==> config.mk <==
export PLATFORM = sky130hd
export DESIGN_NAME = hv_timer_nmi_irq_unit_flat
export DESIGN_NICKNAME = d
export VERILOG_FILES = /design/src/rtl/core/hvt_pkg.sv /design/src/rtl/core/hvt_ifs.sv /design/src/rtl/core/hvt_core.sv /design/src/rtl/core/hv_timer_nmi_irq_unit.sv /design/src/flat_wrapper.sv
export SDC_FILE = /design/constraint.sdc
export NUM_CORES = 1
export LEC_CHECK = 0
export BUFFER_PORTS_ARGS = -buffer_cell sky130_fd_sc_hd__buf_2
export CAP_MARGIN = 40
export CELL_PAD_IN_SITES_DETAIL_PLACEMENT = 1
export CELL_PAD_IN_SITES_GLOBAL_PLACEMENT = 1
export CORE_MARGIN = 5
export CORE_UTILIZATION = 29
export DETAILED_ROUTE_END_ITERATION = 8
export HOLD_SLACK_MARGIN = 0.08
export PLACE_DENSITY_LB_ADDON = 0.12
export SYNTH_ARGS = -nofsm -noshare
export SYNTH_HDL_FRONTEND = slang
export SYNTH_SLANG_ARGS = --single-unit
==> constraint.sdc <==
create_clock -name clk -period 3.1 [get_ports clk]
set_input_delay 0.465 -clock clk [delete_from_list [all_inputs] [get_ports clk]]
set_output_delay 0.465 -clock clk [all_outputs]
set_load 0.005 [all_outputs]
==> src/rtl/core/hvt_pkg.sv <==
// Shared types and constants of the H/V timer, IRQ and NMI unit.
package hvt_pkg;

	localparam int unsigned CNT_W = 9;
	localparam int unsigned PRE_W = 2;

	// Request kinds
	localparam logic [2:0] KIND_TICK   = 3'd0;
	localparam logic [2:0] KIND_VBLANK = 3'd1;
	localparam logic [2:0] KIND_HBLANK = 3'd2;
	localparam logic [2:0] KIND_WRITE  = 3'd3;
	localparam logic [2:0] KIND_READ   = 3'd4;

	// I/O register addresses
	localparam logic [15:0] ADDR_IRQ_ENABLE = 16'h4200;
	localparam logic [15:0] ADDR_HCMP_LO    = 16'h4207;
	localparam logic [15:0] ADDR_HCMP_HI    = 16'h4208;
	localparam logic [15:0] ADDR_VCMP_LO    = 16'h4209;
	localparam logic [15:0] ADDR_VCMP_HI    = 16'h420A;
	localparam logic [15:0] ADDR_NMI_FLAG   = 16'h4210;

	// Bits of the interrupt enable byte
	localparam int unsigned EN_NMI_BIT = 7;
	localparam int unsigned EN_V_BIT   = 5;
	localparam int unsigned EN_H_BIT   = 4;

	localparam logic [7:0] NMI_FLAG_BIT7  = 8'h80;
	localparam logic [7:0] NMI_FLAG_AFTER = 8'h01;

	typedef struct packed {
		logic [2:0]  kind;
		logic        level;
		logic [15:0] address;
		logic [7:0]  write_data;
	} item_t;

	typedef struct packed {
		logic [7:0] read_data;
		logic       nmi_raise;
		logic       irq_low_drive;
		logic       irq_high_drive;
		logic       hdma_start;
		logic       vblank_notify;
		logic       timer_flag;
		logic [7:0] blank_status;
	} result_t;

endpackage

==> src/rtl/core/hvt_ifs.sv <==
// Request and response channel interfaces of the H/V timer unit.
interface hvt_req_if;
	logic        valid;
	logic        ready;
	logic [2:0]  kind;
	logic        level;
	logic [15:0] address;
	logic [7:0]  write_data;

	modport source (output valid, kind, level, address, write_data, input ready);
	modport sink (input valid, kind, level, address, write_data, output ready);
endinterface

interface hvt_rsp_if;
	logic       valid;
	logic       ready;
	logic [7:0] read_data;
	logic       nmi_raise;
	logic       irq_low_drive;
	logic       irq_high_drive;
	logic       hdma_start;
	logic       vblank_notify;
	logic       timer_flag;
	logic [7:0] blank_status;

	modport source (output valid, read_data, nmi_raise, irq_low_drive, irq_high_drive,
		hdma_start, vblank_notify, timer_flag, blank_status, input ready);
	modport sink (input valid, read_data, nmi_raise, irq_low_drive, irq_high_drive,
		hdma_start, vblank_notify, timer_flag, blank_status, output ready);
endinterface

==> src/rtl/core/hvt_core.sv <==
// Counter, compare, flag and register state with its single-pass update logic.
module hvt_core
	import hvt_pkg::*;
#(
	parameter int unsigned H_WRAP     = 264,
	parameter int unsigned V_WRAP     = 264,
	parameter int unsigned DOT_DIVIDE = 4
) (
	input  logic    clk,
	input  logic    arst_n,
	input  logic    fire,
	input  item_t   item,
	output result_t res
);

	localparam logic [CNT_W-1:0] H_WRAP_C = CNT_W'(H_WRAP);
	localparam logic [CNT_W-1:0] V_WRAP_C = CNT_W'(V_WRAP);
	localparam logic [PRE_W:0]   DIV_C    = (PRE_W + 1)'(DOT_DIVIDE);

	logic [7:0]       nmi_flag_q, nmi_flag_d;
	logic [7:0]       irq_en_q, irq_en_d;
	logic [CNT_W-1:0] hcmp_q, hcmp_d, vcmp_q, vcmp_d;
	logic [CNT_W-1:0] hcnt_q, hcnt_d, vcnt_q, vcnt_d;
	logic [PRE_W-1:0] pre_q, pre_d;
	logic             timer_q, timer_d;
	logic             vblank_q, vblank_d;
	logic             hblank_q, hblank_d;
	logic             hprev_q, hprev_d;
	logic [7:0]       bus_q, bus_d;

	logic [PRE_W:0]   pre_inc;
	logic [CNT_W-1:0] h_inc, v_inc;
	logic             nmi, irq_low, irq_high, hdma, vnote;

	assign pre_inc = {1'b0, pre_q} + 1'b1;
	assign h_inc   = hcnt_q + 1'b1;
	assign v_inc   = vcnt_q + 1'b1;

	always_comb begin
		nmi_flag_d = nmi_flag_q;
		irq_en_d   = irq_en_q;
		hcmp_d     = hcmp_q;
		vcmp_d     = vcmp_q;
		hcnt_d     = hcnt_q;
		vcnt_d     = vcnt_q;
		pre_d      = pre_q;
		timer_d    = timer_q;
		vblank_d   = vblank_q;
		hblank_d   = hblank_q;
		hprev_d    = hprev_q;
		bus_d      = bus_q;
		nmi        = 1'b0;
		irq_low    = 1'b0;
		irq_high   = 1'b0;
		hdma       = 1'b0;
		vnote      = 1'b0;
		case (item.kind)
			KIND_TICK: begin
				if (pre_inc < DIV_C) begin
					pre_d = pre_inc[PRE_W-1:0];
				end else begin
					pre_d  = '0;
					hcnt_d = h_inc;
					if (h_inc == hcmp_q && irq_en_q[EN_H_BIT]) begin
						timer_d = 1'b1;
						irq_low = 1'b1;
					end
					if (h_inc == H_WRAP_C) begin
						vcnt_d = v_inc;
						if (v_inc == vcmp_q && irq_en_q[EN_V_BIT]) begin
							timer_d = 1'b1;
							irq_low = 1'b1;
						end
						if (v_inc == V_WRAP_C) begin
							vcnt_d = '0;
						end
						hcnt_d   = '0;
						irq_high = 1'b1;
					end
				end
			end
			KIND_VBLANK: begin
				if (!item.level) begin
					vcnt_d   = '0;
					vblank_d = 1'b0;
				end else begin
					nmi        = !nmi_flag_q[7] && irq_en_q[EN_NMI_BIT];
					nmi_flag_d = nmi_flag_q | NMI_FLAG_BIT7;
					vblank_d   = 1'b1;
				end
				vnote = 1'b1;
			end
			KIND_HBLANK: begin
				if (hprev_q) begin
					hcnt_d   = '0;
					hdma     = 1'b1;
					hblank_d = 1'b0;
				end else begin
					hblank_d = 1'b1;
				end
				hprev_d = item.level;
			end
			KIND_WRITE: begin
				bus_d = item.write_data;
				unique case (item.address)
					ADDR_IRQ_ENABLE: begin
						irq_en_d = item.write_data;
						nmi      = item.write_data[EN_NMI_BIT] && nmi_flag_q[7];
					end
					ADDR_HCMP_LO: hcmp_d = {hcmp_q[CNT_W-1], item.write_data};
					ADDR_HCMP_HI: hcmp_d = {item.write_data[0], hcmp_q[7:0]};
					ADDR_VCMP_LO: vcmp_d = {vcmp_q[CNT_W-1], item.write_data};
					ADDR_VCMP_HI: vcmp_d = {item.write_data[0], vcmp_q[7:0]};
					default: ;
				endcase
			end
			KIND_READ: begin
				if (item.address == ADDR_NMI_FLAG) begin
					bus_d      = nmi_flag_q;
					nmi_flag_d = NMI_FLAG_AFTER;
				end
			end
			default: ;
		endcase
	end

	always_ff @(posedge clk or negedge arst_n) begin
		if (!arst_n) begin
			nmi_flag_q <= '0;
			irq_en_q   <= '0;
			hcmp_q     <= '0;
			vcmp_q     <= '0;
			hcnt_q     <= '0;
			vcnt_q     <= '0;
			pre_q      <= '0;
			timer_q    <= 1'b0;
			vblank_q   <= 1'b0;
			hblank_q   <= 1'b0;
			hprev_q    <= 1'b0;
			bus_q      <= '0;
		end else if (fire) begin
			nmi_flag_q <= nmi_flag_d;
			irq_en_q   <= irq_en_d;
			hcmp_q     <= hcmp_d;
			vcmp_q     <= vcmp_d;
			hcnt_q     <= hcnt_d;
			vcnt_q     <= vcnt_d;
			pre_q      <= pre_d;
			timer_q    <= timer_d;
			vblank_q   <= vblank_d;
			hblank_q   <= hblank_d;
			hprev_q    <= hprev_d;
			bus_q      <= bus_d;
		end
	end

	always_comb begin
		res.read_data      = bus_d;
		res.nmi_raise      = nmi;
		res.irq_low_drive  = irq_low;
		res.irq_high_drive = irq_high;
		res.hdma_start     = hdma;
		res.vblank_notify  = vnote;
		res.timer_flag     = timer_d;
		res.blank_status   = {vblank_d, hblank_d, 6'b0};
	end

endmodule

==> src/rtl/core/hv_timer_nmi_irq_unit.sv <==
// Top level of the H/V counter, timer IRQ and vblank NMI unit.
// Each request is a dot tick, a vblank or hblank edge, or an I/O register
// write or read, and yields exactly one response in request order. Ticks pass
// a divide-by-DOT_DIVIDE prescaler before advancing the 9-bit H count, which
// wraps at H_WRAP and advances the V count (wrapping at V_WRAP); enabled
// compare matches set the sticky timer flag and pulse irq_low_drive, wraps pulse
// irq_high_drive. The unit takes one request per clock unless the output
// register holds a response not yet taken: a request is registered in the
// input stage, is resolved there against the state in a single pass, and its
// response is loaded into the output register once that register is free or
// draining. While a finished response waits for rsp.ready the input stage
// takes one more request and then stalls.
module hv_timer_nmi_irq_unit
	import hvt_pkg::*;
#(
	parameter int unsigned H_WRAP     = 264,
	parameter int unsigned V_WRAP     = 264,
	parameter int unsigned DOT_DIVIDE = 4
) (
	input  logic  clk,
	input  logic  arst_n,
	hvt_req_if.sink   req,
	hvt_rsp_if.source rsp
);

	logic    valid_s1;
	item_t   item_s1;
	logic    rsp_valid_q;
	result_t rsp_q;
	result_t res;
	logic    fire;

	// Resolve the staged request when the output register is free or draining.
	assign fire      = valid_s1 && (!rsp_valid_q || rsp.ready);
	assign req.ready = !valid_s1 || fire;

	// Input stage: hold the request until it is resolved.
	always_ff @(posedge clk or negedge arst_n) begin
		if (!arst_n) begin
			valid_s1 <= 1'b0;
		end else if (req.ready) begin
			valid_s1 <= req.valid;
		end
	end

	always_ff @(posedge clk) begin
		if (req.valid && req.ready) begin
			item_s1 <= '{kind: req.kind, level: req.level, address: req.address,
				write_data: req.write_data};
		end
	end

	hvt_core #(
		.H_WRAP     (H_WRAP),
		.V_WRAP     (V_WRAP),
		.DOT_DIVIDE (DOT_DIVIDE)
	) u_core (
		.clk    (clk),
		.arst_n (arst_n),
		.fire   (fire),
		.item   (item_s1),
		.res    (res)
	);

	// Output register: load on resolve, drop once taken.
	always_ff @(posedge clk or negedge arst_n) begin
		if (!arst_n) begin
			rsp_valid_q <= 1'b0;
		end else if (fire) begin
			rsp_valid_q <= 1'b1;
		end else if (rsp.ready) begin
			rsp_valid_q <= 1'b0;
		end
	end

	always_ff @(posedge clk) begin
		if (fire) begin
			rsp_q <= res;
		end
	end

	assign rsp.valid          = rsp_valid_q;
	assign rsp.read_data      = rsp_q.read_data;
	assign rsp.nmi_raise      = rsp_q.nmi_raise;
	assign rsp.irq_low_drive  = rsp_q.irq_low_drive;
	assign rsp.irq_high_drive = rsp_q.irq_high_drive;
	assign rsp.hdma_start     = rsp_q.hdma_start;
	assign rsp.vblank_notify  = rsp_q.vblank_notify;
	assign rsp.timer_flag     = rsp_q.timer_flag;
	assign rsp.blank_status   = rsp_q.blank_status;

endmodule

==> src/flat_wrapper.sv <==
// flat-port wrapper written by rule: the top's interface ports become plain ports
module hv_timer_nmi_irq_unit_flat import hvt_pkg::*;
#(
	parameter int unsigned H_WRAP     = 264,
	parameter int unsigned V_WRAP     = 264,
	parameter int unsigned DOT_DIVIDE = 4
)
  (clk, arst_n, req_valid, req_kind, req_level, req_address, req_write_data, req_ready, rsp_valid, rsp_read_data, rsp_nmi_raise, rsp_irq_low_drive, rsp_irq_high_drive, rsp_hdma_start, rsp_vblank_notify, rsp_timer_flag, rsp_blank_status, rsp_ready);
  hvt_req_if req_i ();
  hvt_rsp_if rsp_i ();
  input  logic clk;
  input  logic arst_n;
  input wire logic [$bits(req_i.valid)-1:0] req_valid;
  input wire logic [$bits(req_i.kind)-1:0] req_kind;
  input wire logic [$bits(req_i.level)-1:0] req_level;
  input wire logic [$bits(req_i.address)-1:0] req_address;
  input wire logic [$bits(req_i.write_data)-1:0] req_write_data;
  output wire logic [$bits(req_i.ready)-1:0] req_ready;
  output wire logic [$bits(rsp_i.valid)-1:0] rsp_valid;
  output wire logic [$bits(rsp_i.read_data)-1:0] rsp_read_data;
  output wire logic [$bits(rsp_i.nmi_raise)-1:0] rsp_nmi_raise;
  output wire logic [$bits(rsp_i.irq_low_drive)-1:0] rsp_irq_low_drive;
  output wire logic [$bits(rsp_i.irq_high_drive)-1:0] rsp_irq_high_drive;
  output wire logic [$bits(rsp_i.hdma_start)-1:0] rsp_hdma_start;
  output wire logic [$bits(rsp_i.vblank_notify)-1:0] rsp_vblank_notify;
  output wire logic [$bits(rsp_i.timer_flag)-1:0] rsp_timer_flag;
  output wire logic [$bits(rsp_i.blank_status)-1:0] rsp_blank_status;
  input wire logic [$bits(rsp_i.ready)-1:0] rsp_ready;
  assign req_i.valid = req_valid;
  assign req_i.kind = req_kind;
  assign req_i.level = req_level;
  assign req_i.address = req_address;
  assign req_i.write_data = req_write_data;
  assign req_ready = req_i.ready;
  assign rsp_valid = rsp_i.valid;
  assign rsp_read_data = rsp_i.read_data;
  assign rsp_nmi_raise = rsp_i.nmi_raise;
  assign rsp_irq_low_drive = rsp_i.irq_low_drive;
  assign rsp_irq_high_drive = rsp_i.irq_high_drive;
  assign rsp_hdma_start = rsp_i.hdma_start;
  assign rsp_vblank_notify = rsp_i.vblank_notify;
  assign rsp_timer_flag = rsp_i.timer_flag;
  assign rsp_blank_status = rsp_i.blank_status;
  assign rsp_i.ready = rsp_ready;
  hv_timer_nmi_irq_unit #(.H_WRAP(H_WRAP), .V_WRAP(V_WRAP), .DOT_DIVIDE(DOT_DIVIDE)) u_core (.clk(clk), .arst_n(arst_n), .req(req_i), .rsp(rsp_i));
endmodule
---- Word-level counts from Yosys, hierarchy flattened ----
Cells that the tools add are included.
word-level totals
  register bits ........................... 112
  input bits .............................. 32
cells by class
  bitwise logic cells ..................... 6
  reduce and logical (&&, ||, !) cells .... 28
  order comparisons ....................... 1
  multiplexer cells ....................... 37
  $add $sub $neg .......................... 3
  equality and inequality tests ........... 20
operator list
  kind                  number
  $eq 16x15->1 const B  6
  $pmux 9 s2            4
  $mux 9                7
  $pmux 8 s2            2
  $reduce_and 4->1      7
  $mux 8                3
  $mux 1                19
  $add 9x1->9 const B   2
  $eq 9x9->1            2
  $eq 9x9->1 const B    2
  $ne 2x2->1 const B    5
  $reduce_bool 2->1     4
  $eq 3x2->1 const B    2
  $logic_and 1x1->1     6
  $not 1->1             6
  $reduce_and 5->1      1
  $reduce_and 2->1      2
  $add 2x1->3 const B   1
  $eq 3x1->1 const B    1
  $eq 3x3->1 const B    1
  $logic_not 1->1       3
  $logic_not 3->1       1
  $lt 3x3->1 const B    1
  $reduce_and 3->1      1
  other kinds (5)       6

---- Logic depth before layout (Yosys ltp) ----
Gate-level depths: netlist of run 1.
  word-level depth ........................ 8
  depth in mapped cells ................... 10
  mapped depth without buffers ............ 7

---- Cells and area by module ----
Synthesis of run 1 repeated with hierarchy kept, for this count alone.
unflattened totals
  cell total of the unflattened synthesis .. 409
  area total of the unflattened synthesis .. 5029.8 um^2
by module, submodules not included
  module                 times used  cells each  area an instance (um^2)
  hvt_core               1           351         3424.5
  hv_timer_nmi_irq_unit  1           58          1605.3

---- Least setup slack after synthesis of run 1 ----
No wires, ideal clock.
  path type ............................... register -> register
  from .................................... register u_core.u_core.hcnt_q[0]
  to ...................................... register u_core.u_core.vcnt_q[6]
  setup slack ............................. 0.672 ns
  arrival ................................. 2.293 ns
  stages on the path, launching flop included .. 11
  setup time .............................. 0.135 ns
  required time ........................... 2.965 ns
  clock period less this slack ............ 2.428 ns
  path through ............................ dfrtp_1 > ha_1 > clkbuf_1 > and3_1 > buf_2 > a31oi_1 > a2111oi_0 > o211ai_1 > clkbuf_1 > o21ai_0 > o41ai_1
on the way
  cells in the longest elaborated chain, start to end .. 4
ends and longest elaborated chain
  item                        line             RTL
  start: declaration          hvt_core.sv:23   logic [CNT_W-1:0] hcnt_q, hcnt_d, vcnt_q, vcnt_d;
  start signal: assignment    hvt_core.sv:146  hcnt_q <= hcnt_d;
  $add 9x1->9                 hvt_core.sv:36   assign h_inc = hcnt_q + 1'b1;
  $eq 9x9->1                  hvt_core.sv:68   if (h_inc == H_WRAP_C) begin
  $ne 2x2->1 (no line)        -
  $reduce_and 5->1 (no line)  -
  end signal: assignment      hvt_core.sv:147  vcnt_q <= vcnt_d;
  end: declaration            hvt_core.sv:23
No other way between the ends.
A chain may end at the register's enable or synchronous reset.

---- Worst setup path in the final report of run 1 ----
  from .................................... register u_core.u_core.hcnt_q[1]
  to ...................................... register u_core.u_core.vcnt_q[0]
Same word-level chain as after synthesis.

==> results of run 1 <==
-- cells by family after synthesis --
family                     Yosys count  share of synthesized area, %
xor gates and xnor gates            20                         3.691
other                                1                       0.07902
buffers and inverters               32                         3.058
muxes                               27                         6.327
and+or+nand+nor                    139                         16.27
DFF                                101                         57.90
AOI/OAI and AO/OA                   83                         11.63
adders and majority gates            4                         1.055
-- layout make-up --
type / instances / area, µm²
Tap cell: 216 / 270.3
Clock buffer: 12 / 246.5
Timing Repair Buffer: 64 / 370.4
Fill cell: 1774 / 10350
Multi-Input combinational cell: 279 / 1872
Clock inverter: 4 / 32.53
Sequential cell: 101 / 2748
Inverter: 14 / 52.55
-- placed cells by master (no fill, tap or decap), types with 3 or more instances in the layout --
cell / count
or4_1: 3
nor2_1: 14
xnor2_1: 8
or3_1: 7
nand2b_1: 8
nor3b_1: 4
edfxtp_1: 44
nand4_1: 8
nor2b_1: 10
o22ai_1: 6
buf_2: 49
nand3_1: 12
nand2_1: 33
ha_1: 4
o31ai_1: 7
nor3_1: 15
mux2_2: 24
o211ai_1: 3
o21ai_0: 19
clkbuf_16: 9
dfrtp_1: 57
nor4_1: 3
inv_1: 14
a31oi_1: 7
or2_2: 3
xor2_1: 12
a21oi_1: 11
and2_1: 5
conb_1: 6
mux2i_1: 3
a21o_1: 3
buf_4: 14
a22o_1: 14
-- path summary, 6_finish.rpt --
check | endpoint | cells past startpoint | start | slack, ns
worst min-delay path | u_core.u_core.hcnt_q[6] | 2 | arst_n | 0.08
worst max register to register | u_core.u_core.vcnt_q[0] | 8 | u_core.u_core.hcnt_q[1] | 0.33
min in group clk | u_core.item_s1[18] | 1 | req_address[10] | 0.29
worst max-delay path | u_core.u_core.vcnt_q[0] | 8 | u_core.u_core.hcnt_q[1] | 0.33
max in group asynchronous | u_core.u_core.bus_q[2] | 3 | arst_n | 2.55
worst min register to register | u_core.u_core.nmi_flag_q[0] | 1 | u_core.u_core.nmi_flag_q[0] | 0.47
-- layer usage --
layer	vias up	global-route usage, %	wire, µm
met3	20	2.286	301
met5	-	0	0
li1	1623	-	-
met2	59	21.75	5770
met1	1722	18.92	5975
met4	0	5.598	299
-- what timing repair did --
action,4_1_cts,5_1_grt
endpoints found under the setup margin,0,8
hold buffers,0,0
hold endpoints to repair,0,0
buffers inserted,0,2
-- sequential cells by signal (all words and copies together) (netlist names), 2 cells and up --
| name | cells |
|---|---|
| u_core.item_s1 | 28 |
| u_core.u_core.hcmp_q | 9 |
| u_core.u_core.hcnt_q | 9 |
| u_core.u_core.vcmp_q | 9 |
| u_core.u_core.vcnt_q | 9 |
| u_core.rsp.read_data | 8 |
| u_core.u_core.bus_q | 8 |
| u_core.u_core.irq_en_q | 3 |
| u_core.rsp.blank_status | 2 |
| u_core.u_core.nmi_flag_q | 2 |
| u_core.u_core.pre_q | 2 |
-- stage by stage --
step / std cells / setup slack, ns
floorplan: 412 / 0.6722
global route: 690 / 0.07776
CTS: 688 / 0.1425
detailed placement: 672 / 0.1673
global placement: 671 / 0.2821
finish: 690 / 0.3321
-- worst reg2reg max path, cell delays in order (launching register included) --
cell and delay, ns:
dfrtp_1 0.47, ha_1 0.39, and3_1 0.43, a31oi_1 0.19, a2111oi_0 0.49, o211ai_1 0.16
buf_4 0.19, nand2b_1 0.20, o21ai_0 0.17
-- power by group through the flow --
stage,combinational [mW],clock [mW],sequential (mW)
after floorplan,0.243,0,1.65
after global placement,0.386,0,1.67
after detailed placement,0.399,0,1.68
after CTS,0.399,1.13,1.65
after global routing,0.439,1.19,1.66
final,0.389,1.09,1.65
==> metrics, run 1 <==
outcome=finished clean; Achievable Freq=361.3 MHz; die area=19020 µm²; max-slew violations=0; largest net degree at the start of global routing=35; core footprint=15940 µm²; Worst Hold Class=primary input to asynchronous set/reset pin; CP max stage delay=0.49 ns; Reg power frac=52.7%; WL/cell=17.89 µm; Rows=46; clock insertion delay at the later pin of the skew report=0.35 ns; net switching power=0.8220 mW; Hold Vio Cnt, Final=0; Net Sw Frac=26.34%; initial antenna violation count=0; TritonCTS clock tree=done; fraction of layout cells with a size suffix above 1=23.00%; Crit Path Class=flop to flop; global-route wire length before repair=19770 µm; Tot GR Track Use=13.79%; GP Congestion=0.8007; First DRT Iteration DRCs=155; Ys Warns=0; CTS resizes=0; Sinks on Clock Net=101; Initial Utilization=29.77%; Area Overhead vs Synth=17.82%; Via Count=3424; #FFs+latches synth=101; sequential area share after synthesis=57.90%; placed cell area=5298 µm²; Yosys top cell by area=dfrtp_1; Pint=2.298 mW; worst path required time=3.37 ns; peak supply drop=0.0002780 V; Die Span Y=137.9 µm; TritonRoute pass-1 iters=4; antenna viol nets, final=0; CP Buf/Inv Count=1; Die X-Extent=137.9 µm; Via density=4.962; Synth area leaders=dfrtp_1 (30%), edfxtp_1 (28%), mux2_2 (5.7%); synthesized area per cell=11.66 µm²; fin crit share=89.29%; DRC=0; CP startpoint kind=flop; CP delay by family, top=compound AO/OA/AOI/OAI gates; Slew headroom=50.48%; share of the synthesized area in the top cell type=30.06%; distinct cell type count after synthesis=52; clk buf depth=2; fin crit period=2.768 ns; synthesized instance count=407; unrepaired setup endpoints after global routing=no; measured slew at the worst slew-check pin=0.7379 ns; most common cell in the netlist=dfrtp_1; Post-synth EDFFs=44; Inserted Clock Buffers=9; Setup violations, final=0; final net count=505; post-route cell area=5592 µm²; setup TNS=0 ns; DP HPWL=9077 µm; predominant post-synthesis flop cell=dfrtp_1; hold_ws=0.08282 ns; Worst EP arrival=3.03 ns; ant diodes=0; Comb power frac=12.5%; Critical-path top delay cell=a2111oi_0; Max-Cap Viols=0; total grt overflow=0; P per Cell Area=558.0 nW/µm²; post-layout util=35.07%; Mapped Area=4746 µm²; peak fanout along the critical path=10; final WL=12350 µm; port buffer count=49; Worst-path clk slew=0.07 ns; clock skew=0.006055 ns; overall power=3.120 mW; asr flop ratio synth=56.44%; Ports=56; critical path cell sequence=ha_1 -> and3_1 -> a31oi_1 -> a2111oi_0 -> o211ai_1 -> buf_4 -> nand2b_1 -> o21ai_0; CP endpoint kind=flop; Post-synth top cells=dfrtp_1 (57), edfxtp_1 (44), nand2_1 (33); vias in the first global route=3543; Pleak=2.342 nW; root buffer cell=clkbuf_16; clock power share=34.8%; H-tree depth=3
(Power assumes the default switching activity.)
==> inputs of run 2 (changes only) <==
--- a/config.mk
+++ b/config.mk
@@ -11,6 +11,7 @@
 export CELL_PAD_IN_SITES_GLOBAL_PLACEMENT = 1
 export CORE_MARGIN = 5
 export CORE_UTILIZATION = 29
+export CTS_BUF_LIST = sky130_fd_sc_hd__clkbuf_4 sky130_fd_sc_hd__clkbuf_8
 export DETAILED_ROUTE_END_ITERATION = 8
 export HOLD_SLACK_MARGIN = 0.08
 export PLACE_DENSITY_LB_ADDON = 0.12
==> run 2 against run 1 <==
Critical path depth did not move. Die area is the same. Hold slack gained 0.17 ns. Final area down 1.5%. Final cell count rose by 0.14%. Largest cell class unchanged.
==> metrics, run 2 (same netlist as run 1, synthesis figures left out) <==
CTS resizes=0 (unchanged); TritonRoute pass-1 iters=4 (unchanged); Area Overhead vs Synth=16.06%; Top reg by flops=u_core.item_s1; CP max stage delay=0.49 ns (about the same); measured slew at the worst slew-check pin=0.7446 ns (+0.006686 ns); fin crit period=2.776 ns (+0.007990 ns); Via Count=3394 (-0.88%); R2R depth=8 (unchanged); Max-Cap Viols=0 (unchanged); Via density=4.912 (-1.0%); Worst-path clk slew=0.10 ns (+0.03 ns); TritonCTS clock tree=done; Die Span Y=137.9 µm (unchanged); CP endpoint kind=flop; Inserted Clock Buffers=9 (unchanged); min-delay src=req_address[10]; outcome=finished clean; reg2reg end=u_core.u_core.vcnt_q[0]; Reg area=2748 µm² (unchanged); Rows=46 (unchanged); peak supply drop=0.0001862 V (-33%); Non-Filler Instances=691 (+0.14%); FILL cells=1790 (+0.90%); max-slew violations=0 (unchanged); Sinks on Clock Net=101 (unchanged); core footprint=15940 µm² (unchanged); Worst EP arrival=3.07 ns (+0.04 ns); unrepaired setup endpoints after global routing=no; peak fanout along the critical path=10 (unchanged); clock skew=0.01228 ns (+0.006226 ns); Die X-Extent=137.9 µm (unchanged); final net count=506 (+0.20%); post-layout util=34.55% (-0.53 points); worst r2r src=u_core.u_core.hcnt_q[1]; worst hold endpoint=u_core.item_s1[18]; fin crit share=89.55% (+0.26 points); Tot GR Track Use=13.75% (-0.044 points); Worst Hold Class=primary input to flop; CP Buf/Inv Count=1 (unchanged); dpl cells=672 (unchanged); Largest register FFs=28 (unchanged); Pleak=2.306 nW (-1.5%); critical path cell sequence=ha_1 -> and3_1 -> a31oi_1 -> a2111oi_0 -> o211ai_1 -> buf_4 -> nand2b_1 -> o21ai_0; Crit Path Class=flop to flop; First DRT Iteration DRCs=131 (-15%); footprint of the multi-input gates=1872 µm² (unchanged); Slew headroom=50.03% (-0.45 points); hold_ws=0.2494 ns (+0.1666 ns); placed cell area=5298 µm² (unchanged); GP Congestion=0.8007 (unchanged); total grt overflow=0 (unchanged); Critical-path top delay cell=a2111oi_0; die area=19020 µm² (unchanged); antenna viol nets, final=0 (unchanged); WL/cell=17.80 µm (-0.52%); clock insertion delay at the later pin of the skew report=0.38 ns (+0.03 ns); clk buf depth=2 (unchanged); Hold Vio Cnt, Final=0 (unchanged); CP startpoint kind=flop; most frequent cells in the layout=dfrtp_1 (57), buf_2 (49), edfxtp_1 (44); CP delay by family, top=compound AO/OA/AOI/OAI gates; global-route wire length before repair=19740 µm (-0.14%); root buffer cell=clkbuf_8; P per Cell Area=517.5 nW/µm² (-7.3%); H-tree depth=3 (unchanged); ant diodes=0 (unchanged); Ports=56 (unchanged); setup slack, reg-to-reg=0.32 ns (about the same); post-route cell area=5508 µm² (-1.5%); Initial Utilization=29.77% (unchanged); vias in the first global route=3540 (-0.085%); largest net degree at the start of global routing=35 (unchanged); initial antenna violation count=0 (unchanged); DRC=0 (unchanged); final WL=12300 µm (-0.38%); fraction of layout cells with a size suffix above 1=23.37% (+0.37 points); most common cell after layout, fill and taps aside=dfrtp_1; setup TNS=0 ns (unchanged); worst path required time=3.39 ns (+0.02 ns); DP HPWL=9077 µm (unchanged); Setup violations, final=0 (unchanged); hold depth=1; Achievable Freq=360.2 MHz (-0.29%); port buffer count=49 (unchanged)
-- run 2: worst max-delay path by stage --
stage / slack (ns) / cells after the start / end / start
after CTS: 0.13 / 7 / u_core.u_core.vcnt_q[0] / u_core.u_core.hcnt_q[1]
after floorplan: 0.67 / 10 / u_core.u_core.vcnt_q[6] / u_core.u_core.hcnt_q[0]
after detailed placement: 0.17 / 7 / u_core.u_core.vcnt_q[0] / u_core.u_core.hcnt_q[1]
after global routing: 0.07 / 8 / u_core.u_core.vcnt_q[0] / u_core.u_core.hcnt_q[1]
after global placement: 0.28 / 7 / u_core.u_core.vcnt_q[0] / u_core.u_core.hcnt_q[1]
final: 0.32 / 8 / u_core.u_core.vcnt_q[0] / u_core.u_core.hcnt_q[1]
-- run 2: per-layer routing --
| metal | vias up | wire length [µm] | share of wire [%] | GRT usage (%) |
|---|---|---|---|---|
| li1 | 1622 | - | - | - |
| met1 | 1698 | 5916 | 48 | 18.95 |
| met2 | 56 | 5784 | 47 | 21.72 |
| met3 | 18 | 308 | 2.5 | 2.068 |
| met4 | 0 | 291 | 2.4 | 5.598 |
| met5 | - | 0 | 0 | 0 |
-- run 2: power by group --
part / total (mW) / switching, mW / internal [mW]
combinational: 0.390 / 0.208 / 0.182
clock: 0.816 / 0.479 / 0.337
sequential: 1.64 / 0.101 / 1.54
total: 2.85 / 0.788 / 2.06
-- run 2: final cells by class --
class | instances | area share (%)
well taps | 216 | 4.907
multi-input cells | 279 | 33.98
repair buffers | 65 | 6.906
inverters | 14 | 0.9541
clock inverters | 4 | 0.5906
clock buffers | 12 | 2.771
flip-flops and latches | 101 | 49.89
-- run 2: timing repair --
item                                   4_1_cts  5_1_grt
endpoints found under the hold margin       32        0
setup buffers                                0        2
setup endpoints to repair                    0        8
hold buffers                                 1        0
-- run 2: stage by stage --
step | total power [mW] | setup WS (ns)
after CTS | 2.907 | 0.1291
after global routing | 3.018 | 0.06701
after global placement | 2.052 | 0.2821
after detailed placement | 2.075 | 0.1673
after floorplan | 1.889 | 0.6722
final | 2.850 | 0.3241
-- run 2: worst register-to-register path, delay by kind of cell (launching register included) --
family | cells | cell delay [ns]
AO/OA/AOI/OAI | 4 | 1.00
AND/OR/NAND/NOR | 2 | 0.63
flip-flops | 1 | 0.48
buffers and inverters | 1 | 0.19
adder cells (fa/ha/maj) | 1 | 0.39
==> inputs of run 3 (changes only) <==
--- a/config.mk
+++ b/config.mk
@@ -14,7 +14,7 @@
 export CTS_BUF_LIST = sky130_fd_sc_hd__clkbuf_4 sky130_fd_sc_hd__clkbuf_8
 export DETAILED_ROUTE_END_ITERATION = 8
 export HOLD_SLACK_MARGIN = 0.08
-export PLACE_DENSITY_LB_ADDON = 0.12
+export PLACE_DENSITY_LB_ADDON = 0.3
 export SYNTH_ARGS = -nofsm -noshare
 export SYNTH_HDL_FRONTEND = slang
 export SYNTH_SLANG_ARGS = --single-unit
==> run 3 against run 2 <==
Global-route usage shrank 0.45 points. Via count rose by 0.18%. Maximum frequency rose by 0.88%. Die area is the same. Register-to-register slack better by 0.02 ns. Utilization shrank 0.27 points. Hold slack got worse by 0.010 ns. Final cell count down 0.87%. Combinational power fell by 5.1%. Largest cell class unchanged. Highest routed layer unchanged.
==> metrics, run 3 (same netlist as run 1, synthesis figures left out) <==
outcome=finished clean; TritonRoute pass-1 iters=4 (unchanged); post-route cell area=5465 µm² (-0.77%); total grt overflow=0 (unchanged); final WL=12050 µm (-2.1%); setup slack, reg-to-reg=0.35 ns (+0.02 ns); worst r2r src=u_core.u_core.hcnt_q[0]; post-layout util=34.28% (-0.27 points); R2R depth=8 (unchanged); Area Overhead vs Synth=15.16%; Setup violations, final=0 (unchanged); Inserted Clock Buffers=9 (unchanged); Worst-path clk slew=0.11 ns (about the same); Tot GR Track Use=13.29% (-0.45 points); P per Cell Area=525.0 nW/µm² (+1.4%); Achievable Freq=363.4 MHz (+0.88%); TritonCTS clock tree=done; Worst EP arrival=3.05 ns (-0.02 ns); unrepaired setup endpoints after global routing=no; Initial Utilization=29.77% (unchanged); WL/cell=17.59 µm (-1.2%); Sinks on Clock Net=101 (unchanged); Worst Hold Class=primary input to flop; CP endpoint kind=flop; placed cell area=5248 µm² (-0.94%); FILL cells=1775 (-0.84%); Via Count=3400 (+0.18%); antenna viol nets, final=0 (unchanged); Slew headroom=52.21% (+2.2 points); DP HPWL=8957 µm (-1.3%); Worst setup endpoint=u_core.u_core.vcnt_q[0]; Via density=4.964 (+1.1%); port buffer count=49 (unchanged); Top reg by flops=u_core.item_s1; footprint of the multi-input gates=1876 µm² (+0.20%); Worst Slack Setup Final=0.3483 ns (+0.02415 ns); global-route wire length before repair=19220 µm (-2.6%); Reg area=2748 µm² (unchanged); Largest register FFs=28 (unchanged); hold_ws=0.2393 ns (-0.01017 ns); Crit. Startpoint=u_core.u_core.hcnt_q[0]; Pleak=2.280 nW (-1.2%); Die X-Extent=137.9 µm (unchanged); Crit Path Class=flop to flop; worst path required time=3.40 ns (about the same); most common cell after layout, fill and taps aside=dfrtp_1; root buffer cell=clkbuf_8; max-slew violations=0 (unchanged); First DRT Iteration DRCs=180 (+37%); initial antenna violation count=0 (unchanged); H-tree depth=3 (unchanged); Die Span Y=137.9 µm (unchanged); CP startpoint kind=flop; clk buf depth=2 (unchanged); Rows=46 (unchanged); vias in the first global route=3491 (-1.4%); peak supply drop=0.0002440 V (+31%); ant diodes=0 (unchanged); core footprint=15940 µm² (unchanged); measured slew at the worst slew-check pin=0.7114 ns (-0.03316 ns); setup TNS=0 ns (unchanged); most frequent cells in the layout=dfrtp_1 (57), buf_2 (49), edfxtp_1 (44); fin crit period=2.752 ns (-0.02415 ns); DRC=0 (unchanged); reg2reg end=u_core.u_core.vcnt_q[0]; fraction of layout cells with a size suffix above 1=22.60% (-0.77 points); clock insertion delay at the later pin of the skew report=0.39 ns (about the same); fin crit share=88.77% (-0.78 points); largest net degree at the start of global routing=45 (+29%); final net count=500 (-1.2%); Max-Cap Viols=0 (unchanged); peak fanout along the critical path=11 (+1); die area=19020 µm² (unchanged); Hold Vio Cnt, Final=0 (unchanged); clock skew=0.01111 ns (-0.001166 ns); Ports=56 (unchanged); GP Congestion=0.8111 (+1.3%); pre-CTS setup slack=0.2506 ns (+0.08328 ns)
run 3: changes by cell type in the layout (fill, tap and decap cells not counted):
cell	before	now
buf_12	1	0
clkbuf_8	10	9
buf_4	14	9
clkinvlp_4	2	1
inv_8	0	2
a21oi_1	11	10
a21oi_2	0	1
clkinv_4	1	0
clkinv_8	0	1
clkbuf_4	2	0
inv_6	1	3
run 3: worst max-delay path, stage by stage (launching register included):
cell	delay, ns
dfrtp_1	0.50
ha_1	0.39
and3_1	0.42
a31oi_1	0.19
a2111oi_0	0.44
o211ai_1	0.15
buf_4	0.20
nand2b_1	0.19
o21ai_0	0.18
run 3: worst min-delay path by stage:
stage | start | end | slack [ns] | depth (start not counted)
floorplan | arst_n | u_core.rsp.valid | 0.17 | 0
global placement | arst_n | u_core.u_core.hblank_q | 0.39 | 1
CTS | req_address[13] | u_core.item_s1[21] | 0.21 | 1
detailed placement | arst_n | u_core.u_core.hprev_q | 0.40 | 1
finish | req_address[13] | u_core.item_s1[21] | 0.24 | 1
global route | req_address[13] | u_core.item_s1[21] | 0.20 | 1
run 3: metrics by stage:
step / cells / power [mW]
finish: 685 / 2.869
detailed placement: 667 / 2.058
floorplan: 412 / 1.889
global placement: 667 / 2.030
CTS: 684 / 2.916
global route: 685 / 3.033
run 3: where the power goes:
part	switching, mW	internal (mW)
combinational	0.199	0.171
sequential	0.110	1.54
clock	0.528	0.319
total	0.837	2.03
run 3: final cells by class:
cell class / count / area share (%)
clock inverter: 7 / 1.328
sequential: 101 / 50.27
multi-input combinational: 279 / 34.32
clock buffer: 9 / 2.266
tap: 216 / 4.945
timing repair buffer: 59 / 5.907
inverter: 14 / 0.9615
run 3: metal layers:
metal / track usage (%) / vias up / wire, µm
met3: 2.975 / 11 / 400
met4: 3.897 / 0 / 164
met5: 0 / - / 0
li1: - / 1608 / -
met1: 17.59 / 1721 / 5528
met2: 21.88 / 60 / 5954
run 3: timing repair:
item,in CTS,in global routing
setup endpoints to repair,0,2
resized for setup,0,1
endpoints found under the hold margin,13,0
buffers inserted,0,1
hold buffers,1,0
